## config.mk

```make
export PLATFORM = sky130hd
export DESIGN_NAME = gregorian_date_add_days_core
export DESIGN_NICKNAME = d
export VERILOG_FILES = /design/src/hdl/gda_pkg.sv /design/src/hdl/gregorian_date_add_days_core.sv /design/src/hdl/gda_alu.sv /design/src/hdl/gda_wkday.sv
export SDC_FILE = /design/constraint.sdc
export NUM_CORES = 1
export LEC_CHECK = 0
export BUFFER_PORTS_ARGS = -buffer_cell sky130_fd_sc_hd__buf_2
export CAP_MARGIN = 20
export CORE_ASPECT_RATIO = 1.1
export CORE_MARGIN = 2
export CORE_UTILIZATION = 58
export CTS_CLUSTER_DIAMETER = 40
export DETAILED_ROUTE_END_ITERATION = 8
export GPL_TIMING_DRIVEN = 0
export PLACE_DENSITY = 0.78
export SYNTH_ARGS = -nofsm -noshare
export SYNTH_HDL_FRONTEND = slang
export SYNTH_SLANG_ARGS = --single-unit
```

## constraint.sdc

```tcl
create_clock -name clk -period 6.85 [get_ports clk]
set_input_delay 0 -clock clk [delete_from_list [all_inputs] [get_ports clk]]
set_output_delay 0 -clock clk [all_outputs]
set_load 0.005 [all_outputs]
```

## src/hdl/gda_pkg.sv

```systemverilog
// Shared types, constants and calendar tables of the date adder.
package gda_pkg;

    localparam int OFFSET_BITS = 16;
    localparam int OFFSET_W    = 16;
    localparam int OFFSET_USE  = (OFFSET_BITS < OFFSET_W) ? OFFSET_BITS : OFFSET_W;
    localparam logic [OFFSET_W-1:0] OFFSET_MASK =
        OFFSET_W'((17'd1 << OFFSET_USE) - 17'd1);

    // Accumulator holds offset plus a day of year.
    localparam int ACC_W = OFFSET_W + 1;

    localparam logic [13:0] MAX_YEAR = 14'd9999;

    localparam logic ALU_ADD = 1'b0;
    localparam logic ALU_SUB = 1'b1;

    typedef struct packed {
        logic [4:0]  start_day;
        logic [3:0]  start_month;
        logic [13:0] start_year;
        logic [15:0] offset_days;
    } in_t;

    typedef struct packed {
        logic [4:0]  result_day;
        logic [3:0]  result_month;
        logic [13:0] result_year;
        logic [2:0]  weekday;
        logic        year_overflow;
    } out_t;

    typedef struct packed {
        logic [ACC_W-1:0] value;
        logic             le;
    } alu_res_t;

    typedef struct packed {
        logic [4:0]  day;
        logic [3:0]  month;
        logic [13:0] year;
    } wk_req_t;

    function automatic logic [4:0] month_len(input logic [3:0] mon, input logic leap);
        logic [4:0] len;
        len = 5'd31;
        if (mon == 4'd2)
        begin
            len = leap ? 5'd29 : 5'd28;
        end
        else if (mon inside {4'd4, 4'd6, 4'd9, 4'd11})
        begin
            len = 5'd30;
        end
        return len;
    endfunction

    function automatic logic [8:0] year_len(input logic leap);
        return leap ? 9'd366 : 9'd365;
    endfunction

    function automatic logic [2:0] sak_val(input logic [3:0] mon);
        logic [2:0] v;
        case (mon)
            4'd1:    v = 3'd0;
            4'd2:    v = 3'd3;
            4'd3:    v = 3'd2;
            4'd4:    v = 3'd5;
            4'd5:    v = 3'd0;
            4'd6:    v = 3'd3;
            4'd7:    v = 3'd5;
            4'd8:    v = 3'd1;
            4'd9:    v = 3'd4;
            4'd10:   v = 3'd6;
            4'd11:   v = 3'd2;
            4'd12:   v = 3'd4;
            default: v = 3'd0;
        endcase
        return v;
    endfunction

endpackage

```

## src/hdl/gregorian_date_add_days_core.sv

```systemverilog
// Top level of the Gregorian date adder with weekday output.
//
//  Channel   Signals               Direction  Handshake
//  -------   -------------------   ---------  ---------------------------------
//  command   start, busy, item     in         taken when start && !busy
//  result    done, result          out        one-cycle strobe, no back pressure
//
// The sequencer walks the months before the start month, then the years crossed,
// then the months of the result year; the year loop through the shared
// add/subtract unit steps one whole year per cycle.
// Reset is asynchronous and active low; it returns the sequencer to idle.
// busy stays high from acceptance until the cycle the result strobe shows.
// The receiver cannot stall: each result is valid for exactly one cycle.
module gregorian_date_add_days_core (
    input  logic           clk,
    input  logic           rst_n,
    input  logic           start,
    output logic           busy,
    input  gda_pkg::in_t   item,
    output logic           done,
    output gda_pkg::out_t  result
);
    import gda_pkg::*;

    localparam logic [3:0] S_IDLE  = 4'd0;
    localparam logic [3:0] S_INIT  = 4'd1;
    localparam logic [3:0] S_INIT2 = 4'd2;
    localparam logic [3:0] S_DOY   = 4'd3;
    localparam logic [3:0] S_SUM   = 4'd4;
    localparam logic [3:0] S_YEAR  = 4'd5;
    localparam logic [3:0] S_MON   = 4'd6;
    localparam logic [3:0] S_WK    = 4'd7;
    localparam logic [3:0] S_WAIT  = 4'd8;

    logic [3:0]       state_reg;
    logic [3:0]       state_next;
    logic             done_reg;

    // Working registers of the sequencer.
    logic [4:0]       d_reg;
    logic [3:0]       m_reg;
    logic [13:0]      y_reg;
    logic [ACC_W-1:0] x_reg;
    logic [ACC_W-1:0] acc_reg;
    logic [3:0]       mi_reg;
    logic [7:0]       q100_reg;
    logic [6:0]       r100_reg;
    logic [1:0]       c4_reg;
    logic             ovf_reg;
    out_t             out_reg;

    logic             accept;
    logic             leap;
    logic [4:0]       cur_mlen;
    logic [26:0]      y_prod;
    logic [13:0]      y_hund;
    logic [ACC_W-1:0] alu_b;
    logic             alu_op;
    alu_res_t         alu_res;
    wk_req_t          wk_req;
    logic             wk_go;
    logic             wk_done;
    logic [2:0]       wk_val;

    assign accept = start && (state_reg == S_IDLE);
    assign busy   = (state_reg != S_IDLE);

    // The year is tracked together with its remainder modulo 100 and the
    // low bits of its century count, so the leap test needs no divider.
    assign leap = ((y_reg[1:0] == 2'd0) && (r100_reg != 7'd0))
               || ((r100_reg == 7'd0) && (c4_reg == 2'd0));

    assign cur_mlen = month_len(mi_reg, leap);
    assign y_prod   = 27'(y_reg) * 27'd5243;
    assign y_hund   = 14'({q100_reg, 6'b0}) + 14'({q100_reg, 5'b0}) + 14'({q100_reg, 2'b0});

    // Operand selection for the shared unit.
    always_comb
    begin
        alu_op = ALU_SUB;
        alu_b  = ACC_W'(cur_mlen);
        case (state_reg)
            S_DOY:
            begin
                alu_op = ALU_ADD;
                alu_b  = ACC_W'(cur_mlen);
            end
            S_SUM:
            begin
                alu_op = ALU_ADD;
                alu_b  = x_reg;
            end
            S_YEAR:
            begin
                alu_op = ALU_SUB;
                alu_b  = ACC_W'(year_len(leap));
            end
            default:
            begin
                alu_op = ALU_SUB;
                alu_b  = ACC_W'(cur_mlen);
            end
        endcase
    end

    gda_alu u_alu (
        .a   (acc_reg),
        .b   (alu_b),
        .op  (alu_op),
        .res (alu_res)
    );

    assign wk_go      = (state_reg == S_WK);
    assign wk_req.day   = d_reg;
    assign wk_req.month = m_reg;
    assign wk_req.year  = y_reg;

    gda_wkday u_wkday (
        .clk     (clk),
        .rst_n   (rst_n),
        .go      (wk_go),
        .req     (wk_req),
        .done    (wk_done),
        .weekday (wk_val)
    );

    // Sequencer next state.
    always_comb
    begin
        state_next = state_reg;
        case (state_reg)
            S_IDLE:
            begin
                if (start)
                begin
                    state_next = S_INIT;
                end
            end
            S_INIT:  state_next = S_INIT2;
            S_INIT2: state_next = S_DOY;
            S_DOY:
            begin
                if (mi_reg == m_reg)
                begin
                    state_next = S_SUM;
                end
            end
            S_SUM:   state_next = S_YEAR;
            S_YEAR:
            begin
                if (alu_res.le || (y_reg == MAX_YEAR))
                begin
                    state_next = alu_res.le ? S_MON : S_WK;
                end
            end
            S_MON:
            begin
                if ((mi_reg == 4'd12) || alu_res.le)
                begin
                    state_next = S_WK;
                end
            end
            S_WK:    state_next = S_WAIT;
            S_WAIT:
            begin
                if (wk_done)
                begin
                    state_next = S_IDLE;
                end
            end
            default: state_next = S_IDLE;
        endcase
    end

    always_ff @(posedge clk or negedge rst_n)
    begin
        if (!rst_n)
        begin
            state_reg <= S_IDLE;
            done_reg  <= 1'b0;
        end
        else
        begin
            state_reg <= state_next;
            done_reg  <= (state_reg == S_WAIT) && wk_done;
        end
    end

    // Datapath registers.
    always_ff @(posedge clk)
    begin
        case (state_reg)
            S_IDLE:
            begin
                if (accept)
                begin
                    // Out-of-range fields are clamped: day 0 to 1, month to 1..12, year to 1..MAX_YEAR.
                    d_reg <= (item.start_day == 5'd0) ? 5'd1 : item.start_day;
                    if (item.start_month == 4'd0)
                    begin
                        m_reg <= 4'd1;
                    end
                    else if (item.start_month > 4'd12)
                    begin
                        m_reg <= 4'd12;
                    end
                    else
                    begin
                        m_reg <= item.start_month;
                    end
                    if (item.start_year == 14'd0)
                    begin
                        y_reg <= 14'd1;
                    end
                    else if (item.start_year > MAX_YEAR)
                    begin
                        y_reg <= MAX_YEAR;
                    end
                    else
                    begin
                        y_reg <= item.start_year;
                    end
                    x_reg   <= ACC_W'(item.offset_days & OFFSET_MASK);
                    ovf_reg <= 1'b0;
                end
            end
            S_INIT:
            begin
                q100_reg <= y_prod[26:19];
            end
            S_INIT2:
            begin
                r100_reg <= 7'(y_reg - y_hund);
                c4_reg   <= q100_reg[1:0];
                acc_reg  <= ACC_W'(d_reg);
                mi_reg   <= 4'd1;
            end
            S_DOY:
            begin
                if (mi_reg != m_reg)
                begin
                    acc_reg <= alu_res.value;
                    mi_reg  <= mi_reg + 4'd1;
                end
            end
            S_SUM:
            begin
                // From here on the accumulator counts days from January 1.
                acc_reg <= alu_res.value;
            end
            S_YEAR:
            begin
                if (alu_res.le)
                begin
                    mi_reg <= 4'd1;
                end
                else if (y_reg == MAX_YEAR)
                begin
                    // Carrying past the last year saturates the date.
                    ovf_reg <= 1'b1;
                    d_reg   <= 5'd31;
                    m_reg   <= 4'd12;
                end
                else
                begin
                    acc_reg <= alu_res.value;
                    y_reg   <= y_reg + 14'd1;
                    if (r100_reg == 7'd99)
                    begin
                        r100_reg <= 7'd0;
                        c4_reg   <= c4_reg + 2'd1;
                    end
                    else
                    begin
                        r100_reg <= r100_reg + 7'd1;
                    end
                end
            end
            S_MON:
            begin
                if ((mi_reg != 4'd12) && !alu_res.le)
                begin
                    acc_reg <= alu_res.value;
                    mi_reg  <= mi_reg + 4'd1;
                end
                else
                begin
                    d_reg <= acc_reg[4:0];
                    m_reg <= mi_reg;
                end
            end
            S_WAIT:
            begin
                if (wk_done)
                begin
                    out_reg.result_day    <= d_reg;
                    out_reg.result_month  <= m_reg;
                    out_reg.result_year   <= y_reg;
                    out_reg.weekday       <= wk_val;
                    out_reg.year_overflow <= ovf_reg;
                end
            end
            default:
            begin
            end
        endcase
    end

    assign done   = done_reg;
    assign result = out_reg;

endmodule

```

## src/hdl/gda_alu.sv

```systemverilog
// Shared add and subtract unit with a less-or-equal compare.
module gda_alu (
    input  logic [gda_pkg::ACC_W-1:0] a,
    input  logic [gda_pkg::ACC_W-1:0] b,
    input  logic                      op,
    output gda_pkg::alu_res_t         res
);
    import gda_pkg::*;

    logic [ACC_W:0] diff;

    always_comb
    begin
        diff      = {1'b0, a} - {1'b0, b};
        res.le    = diff[ACC_W] | (diff[ACC_W-1:0] == '0);
        if (op == ALU_SUB)
        begin
            res.value = diff[ACC_W-1:0];
        end
        else
        begin
            res.value = a + b;
        end
    end

endmodule

```

## src/hdl/gda_wkday.sv

```systemverilog
// Four-stage weekday unit using the table method with reciprocal divides.
module gda_wkday (
    input  logic             clk,
    input  logic             rst_n,
    input  logic             go,
    input  gda_pkg::wk_req_t req,
    output logic             done,
    output logic [2:0]       weekday
);
    import gda_pkg::*;

    logic [2:0]  vld_reg;
    logic        done_reg;
    logic [13:0] yy_reg;
    logic [5:0]  base_reg;
    logic [26:0] prod1_reg;
    logic [14:0] sum_reg;
    logic [30:0] prod2_reg;
    logic [2:0]  wk_reg;

    logic [13:0] yy;
    logic [7:0]  q100;
    logic [12:0] q7;
    logic [15:0] rem_full;
    logic [3:0]  rem4;

    always_comb
    begin
        yy       = (req.month < 4'd3) ? (req.year - 14'd1) : req.year;
        q100     = prod1_reg[26:19];
        q7       = prod2_reg[30:18];
        rem_full = 16'(sum_reg) - (16'({q7, 3'b000}) - 16'(q7));
        rem4     = rem_full[3:0];
    end

    always_ff @(posedge clk or negedge rst_n)
    begin
        if (!rst_n)
        begin
            vld_reg  <= '0;
            done_reg <= 1'b0;
        end
        else
        begin
            vld_reg  <= {vld_reg[1:0], go};
            done_reg <= vld_reg[2];
        end
    end

    always_ff @(posedge clk)
    begin
        if (go)
        begin
            yy_reg    <= yy;
            base_reg  <= 6'(sak_val(req.month)) + 6'(req.day);
            prod1_reg <= 27'(yy) * 27'd5243;
        end
        if (vld_reg[0])
        begin
            sum_reg <= 15'(yy_reg) + 15'(yy_reg >> 2) - 15'(q100)
                     + 15'(q100 >> 2) + 15'(base_reg);
        end
        if (vld_reg[1])
        begin
            prod2_reg <= 31'(sum_reg) * 31'd37449;
        end
        if (vld_reg[2])
        begin
            // The reciprocal estimate may be one low, so fold once more.
            wk_reg <= (rem4 >= 4'd7) ? 3'(rem4 - 4'd7) : rem4[2:0];
        end
    end

    assign done    = done_reg;
    assign weekday = wk_reg;

endmodule

```

==> results.txt, run 1 <==
The flow ran to the end, but the final reports show violations. The final reports fail on setup timing. On the worst path, the slowest cell contributes a delay of 0.55 ns.

The final clock period utilization by the worst path is 102.2%. The core area came out at 32120 sq um. The via count is between 10000 and 15000. The post-route clock skew came out at between 0.02 and 0.03 ns. The min-delay analysis places its worst path in the category input pin to register. The initial core utilization is 58.58%. After clock tree synthesis, the clock-pin slew on the worst setup and hold paths is 0.09 ns. The worst-path cell with the longest stage delay is sky130_fd_sc_hd__or4_4.

For the pin with the worst max-slew slack, the measured transition is a little under 1 ns. In this run, synthesis produced a sequential element count of 164. Based on the critical path, the design can be clocked at up to ~0.14 GHz. The clock net in this run drives a total of 164 sinks. The placement-stage worst setup slack came out at -1.141 ns. Setup violations remaining at the end of the flow were counted as 3. The async set-or-reset flop fraction in the synthesized netlist came out at 5.488%. From synthesis to final layout, the design area changed by 16.92%. The final critical-path required period is 6.999 ns. The number of hold-slack violations in the final timing report is 0. The aggregate global routing overflow came out at 0. The number of flip-flops in the largest register is 27. The sequential area share after synthesis came out at 25.78%. The critical path class is register to register. The number of antenna violations at the first check in global routing came out at 0. Setup repair after global routing could not meet its margin everywhere. The detailed placement HPWL came out at around 32 mm. The number of violations reported at the end of detailed-routing iteration 0 is 967. Dividing the detail-routed via count by the number of cells gives ~5.7. In the synthesized netlist the dominant register cell turns out to be sky130_fd_sc_hd__edfxtp_1.

71 I/O pins were placed. Data on the critical path is required at its endpoint by 7.06 ns. The worst path setup slack after routing came out at -0.1487 ns. A synthesized cell averages 10.27 sq um. Routability-driven placement finished with a final weighted congestion of 0.9242.

The detail-routed net length per standard cell is between 15 and 20 um. The total wire length came out at around 47 mm. In this run the tightest slew margin relative to its limit is between 30 and 40%. The total of buffers placed on input and output ports is 70. The max-cap violation count came out at 0. The most frequent cell on the critical path is sky130_fd_sc_hd__inv_2. The gate count after technology mapping is around 1800.

The row count came out at 69. The level count of the clock H-tree came out at 4. The worst setup path is launched from a register. The worst-path maximum fanout is 8. The data arrival time at the worst-slack endpoint came out at 7.21 ns.

The total of warnings raised by yosys came out at 0. The width of the die is 175.7 um. The type of element capturing the critical path is a register. The first detailed-routing pass ran for 5 iterations. The number of remaining DRC errors is 0. The count of inserted antenna diode cells is 0.

The final layout net count is 2624. In this run the remaining antenna-violating nets after routing total 0. The area of the die is ~34000 sq um. The via count of the first global-routing pass came to 14850. In the final layout, the share of cells above drive strength 1 is 14.61%. For the worst-skew pair, the clock arrives at the later sink with an insertion delay of 0.46 ns. The synthesized netlist occupies a cell area of 18810 sq um. The first-pass GRT wire length is approximately 72 mm. The number of synthesized flops with an enable pin came out at approximately 150. Counting distinct cell types in the post-synthesis netlist gives 78. The total routing usage reported by global routing is 27.12%. The total nets after synthesis came out at 2401. The filler cell count in the final layout is 2230. The maximum number of pins on one net before global-route repair came out at 29.

The clock root buffer master is sky130_fd_sc_hd__clkbuf_16. The clock buffer count from CTS came out at 17. The maximum root-to-sink buffer count came out at 2.

The final max-slew violation count is 0. The die extent in y is 192.9 um. The setup total negative slack came out at -0.3881 ns.

TritonCTS built the clock tree.
cell usage after synthesis (all sizes together) (20+ instances only):
master    n  area, sq um
nor3     22        110.1
ha      355         4442
fa      173         3463
nor2     90        340.3
a21oi    62        314.1
a21o     21        158.9
xnor2    86        753.2
nand3    29        145.1
o21ai    51        255.3
nand2    78        292.8
nand2b   20        127.6
inv     425         1595
edfxtp  152         4564
clkbuf   24        90.09
cell type report:
cell class	instances	area, sq um	area share, %
clock inverters	15	192.7	0.8760
flip-flops and latches	164	4850	22.05
plain buffers	30	116.4	0.5290
well taps	426	533.0	2.423
inverters	425	1625	7.389
clock buffers	17	425.4	1.934
repair buffers	204	1506	6.849
multi-input cells	1212	12750	57.95
per-stage QoR:
step / cells / hold WS (ns) / util, % / area (sq um)
after floorplan: 1831 / -0.2956 / - / 18850
after global placement: 2327 / -0.1015 / 61.44 / 19730
after detailed placement: 2332 / -0.09851 / 61.67 / 19810
after CTS: 2454 / 0.02212 / 66.96 / 21510
after global routing: 2493 / 0.05114 / 68.49 / 22000
final: 2493 / 0.04223 / 68.49 / 22000
final timing paths:
path / startpoint / to / slack, ns / depth (start not counted)
worst min-delay path: item[32] / m_reg[2]$_DFFE_PN_ / 0.04 / 2
worst max-delay path: y_reg[4]$_DFFE_PP_ / u_wkday.prod1_reg[26]$_DFFE_PP_ / -0.15 / 29
min in group asynchronous: rst_n / state_reg[2]$_DFFE_PN0P_ / 0.61 / 3
max in group asynchronous: rst_n / done$_DFF_PN0_ / 5.86 / 3
worst max register to register: y_reg[4]$_DFFE_PP_ / u_wkday.prod1_reg[26]$_DFFE_PP_ / -0.15 / 29
worst min register to register: u_wkday.weekday[1]$_DFFE_PP_ / result[2]$_DFFE_PP_ / 0.42 / 0
worst max-delay path, delay by kind of cell, from the launching register on:
| family | cells | cell delay [ns] |
|---|---|---|
| AOI/OAI and AO/OA | 8 | 1.87 |
| DFF | 1 | 0.45 |
| and+or+nand+nor | 6 | 1.22 |
| buffers and inverters | 6 | 0.46 |
| xor gates and xnor gates | 2 | 0.27 |
| adders and majority gates | 7 | 2.52 |
layer usage:
layer,global-route usage [%],up-vias,share of wire [%]
li1,-,6493,-
met1,31.46,6912,38
met2,48.61,505,51
met3,3.684,180,5.2
met4,14.91,0,5.6
met5,0,-,0
logic make-up (layout without fill, tap and decap cells):
family | count (synthesis) | in the layout | synth area share (%)
adders and majority gates | 528 | 528 | 42.02
buffers and inverters | 455 | 691 | 9.098
AOI/OAI and AO/OA | 260 | 260 | 9.431
xor gates and xnor gates | 103 | 103 | 4.795
DFF | 164 | 164 | 25.78
muxes | 14 | 14 | 0.8313
and+or+nand+nor | 307 | 307 | 8.047
layout by cell type, fill, tap and decap left out, types with 6 or more instances in the layout:
| cell type | Yosys | routed |
|---|---|---|
| sky130_fd_sc_hd__a211oi_1 | 12 | 10 |
| sky130_fd_sc_hd__a21o_1 | 20 | 20 |
| sky130_fd_sc_hd__a21oi_1 | 61 | 58 |
| sky130_fd_sc_hd__a31oi_1 | 9 | 9 |
| sky130_fd_sc_hd__and3_1 | 11 | 8 |
| sky130_fd_sc_hd__buf_2 | 3 | 73 |
| sky130_fd_sc_hd__buf_4 | 0 | 86 |
| sky130_fd_sc_hd__clkbuf_1 | 24 | 24 |
| sky130_fd_sc_hd__clkbuf_16 | 0 | 17 |
| sky130_fd_sc_hd__dfrtp_1 | 9 | 9 |
| sky130_fd_sc_hd__dlygate4sd3_1 | 0 | 41 |
| sky130_fd_sc_hd__edfxtp_1 | 152 | 152 |
| sky130_fd_sc_hd__fa_1 | 173 | 172 |
| sky130_fd_sc_hd__ha_1 | 355 | 344 |
| sky130_fd_sc_hd__ha_4 | 0 | 8 |
| sky130_fd_sc_hd__inv_1 | 425 | 402 |
| sky130_fd_sc_hd__inv_2 | 0 | 14 |
| sky130_fd_sc_hd__mux2i_1 | 10 | 10 |
| sky130_fd_sc_hd__nand2_1 | 78 | 73 |
| sky130_fd_sc_hd__nand2b_1 | 19 | 18 |
| sky130_fd_sc_hd__nand3_1 | 29 | 27 |
| sky130_fd_sc_hd__nor2_1 | 89 | 86 |
| sky130_fd_sc_hd__nor2b_1 | 9 | 9 |
| sky130_fd_sc_hd__nor3_1 | 22 | 20 |
| sky130_fd_sc_hd__nor4_1 | 8 | 8 |
| sky130_fd_sc_hd__o211ai_1 | 6 | 6 |
| sky130_fd_sc_hd__o21a_1 | 15 | 15 |
| sky130_fd_sc_hd__o21ai_0 | 49 | 46 |
| sky130_fd_sc_hd__o21bai_1 | 10 | 10 |
| sky130_fd_sc_hd__o22a_1 | 7 | 7 |
| sky130_fd_sc_hd__o22ai_1 | 12 | 12 |
| sky130_fd_sc_hd__o31ai_1 | 8 | 7 |
| sky130_fd_sc_hd__xnor2_1 | 86 | 74 |
| sky130_fd_sc_hd__xnor2_4 | 0 | 12 |
| sky130_fd_sc_hd__xor2_1 | 17 | 17 |
repair_timing:
action / in CTS / in global routing
setup buffers: 49 / 39
pin swaps: 18 / 61
resized for setup: 55 / 45
endpoints found under the hold margin: 46 / 0
hold buffers: 41 / 0
setup endpoints to repair: 8 / 6
Power of run 1 is not shown: default switching activity piles up to over one toggle a cycle in this logic, so the estimate is an artifact.
==> inputs of run 2 (changes only) <==
Settings changed: CORE_UTILIZATION 58 to 59, PLACE_DENSITY 0.78 to 0.8, SYNTH_HIERARCHICAL set to 1.
==> results.txt, run 2 <==
The worst-path maximum fanout is 5. The number of top-level pins came out at 71. The width of the die came out at between 150 and 200 um. The worst setup path is captured at a register. For the worst setup path, the data required time is 7.05 ns. The final max-slew violation count is 0. Traced cell by cell, the critical path runs through ha_1, or3_4, nor4_4, buf_4, nand2_2, or4_4, xnor2_4, buf_6, ha_1, fa_1, fa_1, fa_1, inv_1, fa_1, inv_1, ha_1, and3_4, nand3_2, a2111oi_4, buf_6, o311ai_4, a211o_1.

The number of flip-flops in the largest register came out at 27. The max-cap violation count is 0. The average instance area after synthesis came out at between 10 and 15 sq um. The initial core utilization is 59.79%. The count of inserted antenna diode cells is 0. The detailed placement HPWL came out at 34.88 mm. The number of synthesized flops with an enable pin is 152.

The number of optimization iterations in the first detailed-route pass is 5. The worst setup path is launched from a register. The total wire length came out at 45.87 mm. The number of remaining DRC errors came out at 0. The maximum operating frequency came out at 0.1485 GHz. The count of nets left with antenna violations after detail routing came out at 0. The number of violations reported at the end of detailed-routing iteration 0 came out at 1065.

The number of antenna violations at the first check in global routing is 0. The row count came out at 69. The total routing usage reported by global routing is 27.54%. Ranked by total cell area, the synthesized netlist is headed by sky130_fd_sc_hd__edfxtp_1 24%, sky130_fd_sc_hd__ha_1 22%, sky130_fd_sc_hd__fa_1 18%, sky130_fd_sc_hd__inv_1 7.9%, sky130_fd_sc_hd__xnor2_1 3.2%. In the final routed layout, each cell accounts on average for roughly 18 um. The routed design could run at a clock period as short as 6.735 ns. The biggest area contributor in the post-synthesis netlist is sky130_fd_sc_hd__edfxtp_1. When the netlist entered floorplanning its net count stood at 2472. The clock buffer count from CTS came out at 17. The die covers 34180 sq um. The biggest cell delay along the critical path is 0.60 ns. The clock root buffer master is sky130_fd_sc_hd__clkbuf_16. The most common cell after layout, fill and taps aside is sky130_fd_sc_hd__inv_1. The via count is 14530. The filler cell count in the final layout is 2403. The core region is roughly 32000 sq um.

The measured slew at the worst slew-check pin is around 1.1 ns. The synthesized cell area is 19300 sq um. The maximum root-to-sink buffer count came out at 2. Measured on the finished design, the core utilization comes to 66.56%.

The final layout net count is 2617. Measured along the y axis, the die boundary spans 193.7 um. The most used flip-flop cell after synthesis is sky130_fd_sc_hd__edfxtp_1. Data arrives at the worst endpoint at 6.94 ns. The total of endpoints with negative setup slack in the final report came out at 0.

The clock network latency to the later pin of the worst-skew pair came out at roughly 0.45 ns. The first global-routing pass estimated 74.73 mm of wire. The aggregate global routing overflow is 0. In this run the worst hold path is classified as input pin to register.

After synthesis, the largest area contributor takes up a little under a quarter of total cell area. The number of clock sinks seen by CTS is 161. The total of buffers placed on input and output ports came out at 70. The register clock-pin slew on the reported worst setup and hold paths is 0.07 ns.

The worst-path cell with the longest stage delay is sky130_fd_sc_hd__fa_1. The run finished with clean final reports. During synthesis, Yosys emitted a total of 6 warnings. Synthesis produced a netlist whose cell count is ~1900. Leaving out fill and tap cells, the most frequent cells in the layout are 403 x sky130_fd_sc_hd__inv_1, 342 x sky130_fd_sc_hd__ha_1, 170 x sky130_fd_sc_hd__fa_1. The detail-routed via count per cell came out at 5.809. The via count of the first global-routing pass is roughly 15000. The worst setup path is of the register to register kind.

The most frequent cell on the critical path is sky130_fd_sc_hd__fa_1. The maximum number of pins on one net before global-route repair is 20. The worst max-slew margin expressed relative to the limit is 27.91%. At the end of routability-driven placement, the weighted congestion stood at 0.9435. The sequential area share after synthesis came out at ~25%. The H-tree was split into 4 levels. The number of hold-slack violations in the final timing report is 0. The total area of sequential cells is roughly 4800 sq um. TritonCTS built the clock tree. Summing all multi-input logic gate instances after layout gives 12960 sq um. The fraction of layout instances using a drive strength above 1 came out at 9.446%. The post-synthesis register bit count came out at 161.

Setup repair after global routing could not meet its margin everywhere. The post-route clock skew is roughly 0.013 ns. The worst hold slack came out at 0.06031 ns. The number of distinct library cells after synthesis is 85.

Counting instances in the post-synthesis netlist gives the leading cell types as 404 x sky130_fd_sc_hd__inv_1, 343 x sky130_fd_sc_hd__ha_1, 170 x sky130_fd_sc_hd__fa_1. The setup total negative slack came out at 0 ns. Dividing the final minimum period by the clock period gives 98.31%. The async set-or-reset flop fraction in the synthesized netlist came out at 5.590%. Relative to the synthesized area, the layout overhead comes to 11.33%.

sky130_fd_sc_hd__inv_1 is the most common cell in the netlist.
[run 2: logic make-up after synthesis]
family / after synthesis / share of synthesized area, %
compound gates: 312 / 10.84
xor+xnor: 107 / 4.893
fa+ha+maj: 513 / 39.86
buf+inv: 443 / 8.899
flops: 161 / 24.81
mux: 15 / 0.8166
other cells: 1 / 0.01943
simple gates: 365 / 9.858
[run 2: critical path, delay by kind of cell (launching register included)]
kind            cells  cell delay (ns)
xor+xnor            1             0.18
simple gates        6             1.56
fa+ha+maj           7             2.98
flops               1             0.40
buf+inv             5             0.64
compound gates      3             0.72
[run 2: final timing paths]
path	cells after the start	start	slack [ns]	end
max in group asynchronous	3	rst_n	5.87	done$_DFF_PN0_
min reg2reg	0	u_wkday/weekday[2]$_DFFE_PP_	0.43	result[3]$_DFFE_PP_
min in group asynchronous	3	rst_n	0.61	state_reg[1]$_DFFE_PN0P_
max reg2reg	22	m_reg[0]$_DFFE_PP_	0.12	u_wkday/prod1_reg[25]$_DFFE_PP_
min	5	start	0.06	state_reg[2]$_DFFE_PN0P_
max	22	m_reg[0]$_DFFE_PP_	0.12	u_wkday/prod1_reg[25]$_DFFE_PP_
[run 2: repair_timing]
| action | 4_1_cts | 5_1_grt |
|---|---|---|
| hold buffers | 41 | 0 |
| resized for setup | 6 | 23 |
| endpoints found under the setup margin | 8 | 24 |
| buffers inserted | 10 | 2 |
| endpoints found under the hold margin | 48 | 0 |
| pin swaps | 3 | 9 |
[run 2: area by class of cell]
cell class	count	share of cell area (%)
Buffer	36	0.8849
Clock buffer	18	1.997
Clock inverter	14	0.6986
Inverter	406	7.091
Multi-Input combinational cell	1313	60.28
Sequential cell	161	22.29
Tap cell	426	2.480
Timing Repair Buffer	127	4.279
[run 2: stage by stage]
stage,worst slack (ns),std cells,instance area [sq um]
floorplan,0.01896,1917,19310
global placement,-0.7849,2413,20200
detailed placement,-0.8849,2416,20250
CTS,0.006801,2499,21360
global route,-0.08358,2501,21490
finish,0.1155,2501,21490
[run 2: per-layer routing]
layer	part of all wire, %	track usage, %
met1	40	33.28
met2	50	48.21
met3	5.3	3.647
met4	4.7	13.56
met5	0	0
Power of run 2 is left out for the same reason.
